[config.mk]
export PLATFORM = sky130hd
export DESIGN_NAME = pis_front
export DESIGN_NICKNAME = d
export VERILOG_FILES = /design/src/rtl/pis_pkg.sv /design/src/rtl/pis_front.sv
export SDC_FILE = /design/constraint.sdc
export NUM_CORES = 1
export LEC_CHECK = 0
export BUFFER_PORTS_ARGS = -buffer_cell sky130_fd_sc_hd__buf_2
export CAP_MARGIN = 5
export CORE_MARGIN = 2
export CORE_UTILIZATION = 40
export CTS_CLUSTER_SIZE = 10
export DETAILED_ROUTE_END_ITERATION = 12
export SLEW_MARGIN = 10
export SYNTH_ARGS = -nofsm -noshare
export SYNTH_HDL_FRONTEND = slang
export SYNTH_SLANG_ARGS = --single-unit
[constraint.sdc]
create_clock -name i_clk -period 6.7 [get_ports i_clk]
set_clock_uncertainty 0.1 [all_clocks]
set_input_delay 0.67 -clock i_clk [delete_from_list [all_inputs] [get_ports i_clk]]
set_output_delay 0.67 -clock i_clk [all_outputs]
set_load 0.05 [all_outputs]
[src/rtl/pis_pkg.sv]
// Shared types and constants for the point-in-shape hit test.
package pis_pkg;

    localparam int COORD_BITS_DEF = 16;
    localparam int NUM_MUL        = 6;

    typedef enum logic [1:0] {
        FUNC_RECT   = 2'd0,
        FUNC_CIRCLE = 2'd1,
        FUNC_TRI    = 2'd2,
        FUNC_NONE   = 2'd3
    } t_func;

    typedef struct packed {
        logic  valid;
        t_func func;
        logic  rect_hit;
        logic  rad_pos;
    } t_ctl;

endpackage

[src/rtl/pis_front.sv]
// Input register, coordinate differences, rectangle test and multiplier operand select.
module pis_front import pis_pkg::*; #(
    parameter int COORD_BITS = COORD_BITS_DEF,
    localparam int D = COORD_BITS + 2
) (
    input  logic                         i_clk,
    input  logic                         i_rst_n,
    input  logic                         i_start,
    input  logic [1:0]                   i_func,
    input  logic signed [COORD_BITS-1:0] i_point_x,
    input  logic signed [COORD_BITS-1:0] i_point_y,
    input  logic signed [COORD_BITS-1:0] i_a_x,
    input  logic signed [COORD_BITS-1:0] i_a_y,
    input  logic signed [COORD_BITS-1:0] i_b_x,
    input  logic signed [COORD_BITS-1:0] i_b_y,
    input  logic signed [COORD_BITS-1:0] i_c_x,
    input  logic signed [COORD_BITS-1:0] i_c_y,
    output t_ctl                         o_ctl,
    output logic signed [D-1:0]          o_op_a [NUM_MUL],
    output logic signed [D-1:0]          o_op_b [NUM_MUL]
);

    // request register
    logic                         r_a_vld;
    t_func                        r_a_func;
    logic signed [COORD_BITS-1:0] r_px, r_py, r_ax, r_ay, r_bx, r_by, r_cx, r_cy;

    always_ff @(posedge i_clk) begin
        if (!i_rst_n) begin
            r_a_vld <= 1'b0;
        end else begin
            r_a_vld <= i_start;
        end
    end

    always_ff @(posedge i_clk) begin
        if (i_start) begin
            r_a_func <= t_func'(i_func);
            r_px     <= i_point_x;
            r_py     <= i_point_y;
            r_ax     <= i_a_x;
            r_ay     <= i_a_y;
            r_bx     <= i_b_x;
            r_by     <= i_b_y;
            r_cx     <= i_c_x;
            r_cy     <= i_c_y;
        end
    end

    // widened coordinates
    logic signed [D-1:0] px, py, ax, ay, bx, by, cx, cy;
    assign px = D'(r_px);
    assign py = D'(r_py);
    assign ax = D'(r_ax);
    assign ay = D'(r_ay);
    assign bx = D'(r_bx);
    assign by = D'(r_by);
    assign cx = D'(r_cx);
    assign cy = D'(r_cy);

    logic signed [D-1:0] dx, dy;
    logic signed [D-1:0] ux0, uy0, ux1, uy1, ux2, uy2;
    logic                rect_hit;
    logic signed [D-1:0] n_op_a [NUM_MUL];
    logic signed [D-1:0] n_op_b [NUM_MUL];
    t_ctl                n_ctl;

    // circle center offset and vertex offsets from the point
    assign dx  = px - ax - bx;
    assign dy  = py - ay - bx;
    assign ux0 = ax - px;
    assign uy0 = ay - py;
    assign ux1 = bx - px;
    assign uy1 = by - py;
    assign ux2 = cx - px;
    assign uy2 = cy - py;

    // half-open box; empty when width or height is not positive
    assign rect_hit = (px >= ax) && (px < ax + bx) && (py >= ay) && (py < ay + by);

    always_comb begin
        // triangle: three cross products, two products each
        n_op_a[0] = ux0;  n_op_b[0] = uy1;
        n_op_a[1] = ux1;  n_op_b[1] = uy0;
        n_op_a[2] = ux1;  n_op_b[2] = uy2;
        n_op_a[3] = ux2;  n_op_b[3] = uy1;
        n_op_a[4] = ux2;  n_op_b[4] = uy0;
        n_op_a[5] = ux0;  n_op_b[5] = uy2;
        case (r_a_func)
            FUNC_CIRCLE: begin
                n_op_a[0] = dx;  n_op_b[0] = dx;
                n_op_a[1] = bx;  n_op_b[1] = bx;
                n_op_a[2] = dy;  n_op_b[2] = dy;
            end
            default: begin
            end
        endcase
        n_ctl.valid    = r_a_vld;
        n_ctl.func     = r_a_func;
        n_ctl.rect_hit = rect_hit;
        n_ctl.rad_pos  = (bx > D'(0));
    end

    always_ff @(posedge i_clk) begin
        if (!i_rst_n) begin
            o_ctl <= '0;
        end else begin
            o_ctl <= n_ctl;
        end
    end

    always_ff @(posedge i_clk) begin
        for (int k = 0; k < NUM_MUL; k++) begin
            o_op_a[k] <= n_op_a[k];
            o_op_b[k] <= n_op_b[k];
        end
    end

endmodule

Word level (Yosys, flattened, before mapping). Index checks and enable logic that the tools add are counted.

Output and inout port bits: 221. Logic and storage cells: 48. Bits of input ports: 133. Flip-flop bits (word level): 329.

Reduce and logical (&&, ||, !) cells: 3. Add/subtract/negate cells: 12. Equal/unequal tests: 1. Multiplexer cells: 2. Magnitude comparators: 5.

Operators with widths (count): subtractor 16 x 16 -> 17 bit (8); 2-to-1 mux 54 bit (2); subtractor 17 x 16 -> 18 bit (2); adder 16 x 16 -> 17 bit (2); less-than comparator 16 x 17 -> 1 bit (2); >= comparator 16 bit (2); > comparator 16 x 1 -> 1 bit (second input constant) (1); logical AND 1 bit (3); == test 2 x 1 -> 1 bit (second input constant) (1).

Longest topological paths before layout.
Word-level depth: 5. Depth in mapped cells: 17. Mapped depth without buffers: 17.

Least setup slack after synthesis. Ideal clock, no wire load.

Path kind: reg-to-reg. Start point: register r_ay[0]. End point: register o_ctl[1] (netlist name). Period minus slack after synthesis: 3.281 ns. Setup slack: 3.419 ns. Stages on the path, launching flop included: 16. Data arrival time: 3.089 ns. Setup time: 0.092 ns. Data required time: 6.508 ns. Path buffers: 0. Cells stage by stage: edfxtp_1 -> ha_1 -> fa_1 -> a21o_1 -> a21oi_1 -> nor2_1 -> o41ai_1 -> a21oi_1 -> o21a_1 -> o31ai_1 -> ha_1 -> a21oi_1 -> o211ai_1 -> a21oi_1 -> o21ai_0 -> nor4_1.

Word-level cells in the longest chain between the ends: 3. Elaborated cells between the ends (all ways): 5. Those cells by class: add/sub: 1; order compare: 2; reduce/logical: 2.

Ends and longest elaborated chain: from (decl) (RTL line pis_front.sv:26) `logic signed [COORD_BITS-1:0] r_px, r_py, r_ax, r_ay, r_bx, r_by, r_cx, r_cy;`; from (signal assigned) (RTL line pis_front.sv:42) `r_ay <= i_a_y;`; adder 16 x 16 -> 17 bit or >= comparator 16 bit (tied branches) (RTL line pis_front.sv:79) `assign rect_hit = (px >= ax) && (px < ax + bx) && (py >= ay) && (py < ay + by);`; less-than comparator 16 x 17 -> 1 bit or logical AND 1 bit (tied branches) (RTL line pis_front.sv:79); logical AND 1 bit (*) (RTL line pis_front.sv:79); to (signal assigned) (RTL line pis_front.sv:108) `o_ctl <= n_ctl;`; to (decl) (RTL line pis_front.sv:18) `output t_ctl o_ctl,`.

Mark *: on every way between the ends. The rest lies on a longest branch, timed or not. A chain may end at the register's enable or synchronous reset.

Worst setup path after layout. Ends and elaborated chain as after synthesis.

==> results.yml <==
critical_path:
  cp-endpoint: "o_ctl[1]"
  crit_path_start: "r_ay[0]"
  rrSetupSlack_ns: 2.65
  cp-start-kind: "flip-flop"
  reg2reg_depth: 15
  worstSetupPathType: "reg2reg"
  r2r_start: "r_ay[0]"
  worstPathArrival_ns: 4.42
  worstPathMaxFanout: 3
  critical_path_required_ns: 7.07
  r2r-end: "o_ctl[1]"
  end_kind: "flip-flop"
synthesis:
  synth_area_per_cell_sq_um: 10.2
  postSynthCellCount: 1823
  dominantRegCellSynth: "dfxtp_1"
  syn_area_sq_um: 18600
  synth_seq_cells: 327
  synth.distinct_cells: 79
  synth_edf_count: 130
  ys.warnings.count: 0
  synth_fp_nets: 2210
  async_flop_share_pct: 0
  yosysSeqAreaShare_pct: 42.2
detailed_routing:
  vias: 14700
  wl_per_cell_microns: 21.2
  first_pass_iters: 7
  drc: 0
  wirelength_microns: 59400
  avgViaCountPerCell: 5.27
  drtIter0Drc: 1131
  ant_nets: 0
clock_tree:
  ctsHoldBuffers: 0
  clockBufferDepth: 3
  clkTransAtPathRegs_ns: 0.07
  clock_latency_ns: 0.56
  cts_tree: "done"
  numCtsBuffers: 39
  cts_setup_buffers: 0
  clockRootBuffer: "clkbuf_16"
  clock-sinks: 327
  h-tree-depth: 2
  cts_resized: 0
power:
  combPwrFrac_pct: 46.2
  ir_worst_vdd_mv: 0.341
  cellInternalPower_mw: 4.79
  power.leakage_nw: 10.3
  power_frac_clock_pct: 22.5
  swShare_pct: 45.1
  powerDensity_nw_per_um2: 397
  total_power_mw: 8.74
  switchingPower_mw: 3.94
  pwr-share-seq_pct: 31.3
timing:
  rsz0062_at_grt: "no"
  hold_viol_final: 0
  max_slew.worst_pin.slew_ns: 1.01
  min_period_ns: 4.05
  setup_tns_ns: 0
  setup_violations: 0
  drv_slew: 0
  fmax_ghz: 0.247
  period_share_pct: 60.5
  slew_headroom_pct: 32.9
die:
  die_area_sq_um: 48200
  start_util_pct: 40.8
  num_rows: 78
  die_y_microns: 220
  num_io_pins: 354
  die_w_microns: 220
  core_area_sq_um: 45600
grt:
  antenna_found_initial: 1
  grt_pass1_wl_microns: 85400
  grt_max_degree: 93
  grt_overflow: 0
  grt_pass1_vias: 14100
  grt_usage_pct: 23.9
outcome:
  status: "complete, no violations"
cells_and_area:
  drive_above_1_share_pct: 20.0
  nFillCells: 4294
  final_nets: 2555
  area_growth_pct: 18.3
min_path:
  hold_class: "in2reg"
place:
  dp_hpwl_microns: 47500
  port_buffers: 353
  globalplace.congestion: 0.891
job:
  cap_viol_max_count: 0
-- synthesized netlist by cell type, types with 15 or more instances --
master	n	area [sq um]
a21bo_2	15	150
buf_4	25	188
ha_1	214	2680
fa_1	40	801
o21ai_0	85	425
nor3_1	32	160
nand2_1	148	556
inv_1	148	556
nand4_1	18	113
dfxtp_1	197	3940
xor2_1	37	324
a31oi_1	16	100
xnor2_1	65	569
nand2b_1	28	175
nor2_1	105	394
nor2b_1	36	225
o21bai_1	16	120
o21a_1	35	263
a21oi_1	115	576
nand3_1	28	140
o31ai_1	17	128
a211oi_1	16	120
a21o_1	60	450
edfxtp_1	130	3900
clkbuf_1	17	63.8
-- power by group through the flow --
stage          sequential, mW  combinational, mW  clock [mW]
3_5_place_dp             2.77               4.01           0
4_1_cts                  2.74               4.03        2.01
2_1_floorplan            4.02               1.71           0
6_report                 2.74               4.04        1.96
3_3_place_gp             2.78               3.98           0
5_1_grt                  2.77               4.31        2.09
-- layer usage --
metal  GRT usage (%)  wire, microns  vias up
met5               0              0        -
li1                -              -     7177
met3            4.21           3980       84
met2            38.8          27500      533
met4            7.76           1600        0
met1            32.4          26300     6952
-- worst min-delay path by stage --
stage	startpoint	to	slack (ns)	cells after the start
3_5_place_dp	r_a_vld	o_ctl[4]	0.33	1
4_1_cts	i_a_x[7]	r_ax[7]	0.15	1
6_report	i_a_x[7]	r_ax[7]	0.18	1
2_1_floorplan	r_a_vld	o_ctl[4]	0.31	1
5_1_grt	i_point_x[11]	r_px[11]	0.17	1
3_3_place_gp	r_a_vld	o_ctl[4]	0.32	1
-- stage by stage --
| step | std cells | util (%) | hold slack, ns | worst slack, ns | cell area [sq um] |
|---|---|---|---|---|---|
| after floorplan | 1823 | - | 0.312 | 3.42 | 18600 |
| after global placement | 2727 | 45.7 | 0.320 | 2.82 | 20800 |
| after CTS | 2797 | 48.2 | 0.152 | 2.70 | 22000 |
| after global routing | 2797 | 48.2 | 0.166 | 2.29 | 22000 |
| final | 2798 | 48.3 | 0.183 | 2.65 | 22000 |
| after detailed placement | 2727 | 45.7 | 0.326 | 2.74 | 20800 |
-- flip-flops by register name, summed over array words and instances (netlist names) --
register  flops
r_py         16
r_bx         16
r_a_vld       1
r_by         16
r_px         16
r_cy         16
r_ay         16
r_ax         16
o_op_a       87
r_cx         16
o_op_b      104
o_ctl         5
r_a_func      2
-- logic make-up after synthesis --
| group | share of synthesized area (%) |
|---|---|
| compound gates | 16.8 |
| xor+xnor | 4.81 |
| fa+ha+maj | 18.7 |
| buf+inv | 4.65 |
| flops | 42.2 |
| mux | 0.781 |
| simple gates | 12.0 |
-- cell usage in the layout (no fill, tap or decap), types with 17 or more instances in the layout --
cell type  netlist  final
a21o_1          60     60
a21oi_1        115    115
buf_2            2    352
clkbuf_1        17     26
clkbuf_16        0     41
dfxtp_1        197    197
edfxtp_1       130    130
fa_1            40     40
ha_1           214    214
inv_1          148    148
nand2_1        148    148
nand2b_1        28     27
nand3_1         28     28
nand4_1         18     18
nor2_1         105    105
nor2b_1         36     35
nor3_1          32     32
o21a_1          35     35
o21ai_0         85     85
o31ai_1         17     17
xnor2_1         65     65
xor2_1          37     37
-- worst max-delay path, cell delays in order (launching register included) --
cell	delay, ns
edfxtp_1	0.38
ha_1	0.25
fa_1	0.42
a21o_1	0.18
a21oi_1	0.30
nor2_1	0.10
o41ai_1	0.61
a21oi_1	0.25
o21a_1	0.24
o31ai_1	0.22
ha_1	0.29
a21oi_1	0.15
o211ai_1	0.09
a21oi_1	0.14
o21ai_0	0.09
nor4_1	0.15
-- cell type report --
class                   instances  area (sq um)  share of cell area [%]
multi-input cells            1296          9890                    45.0
flip-flops and latches        327          7850                    35.7
repair buffers                356          1800                    8.16
clock buffers                  68          1140                    5.17
well taps                     600           751                    3.41
inverters                     148           556                    2.53
clock inverters                 2          11.3                  0.0512
diodes                          1          2.50                  0.0114
Note: power is estimated with default switching activity, not from simulation.
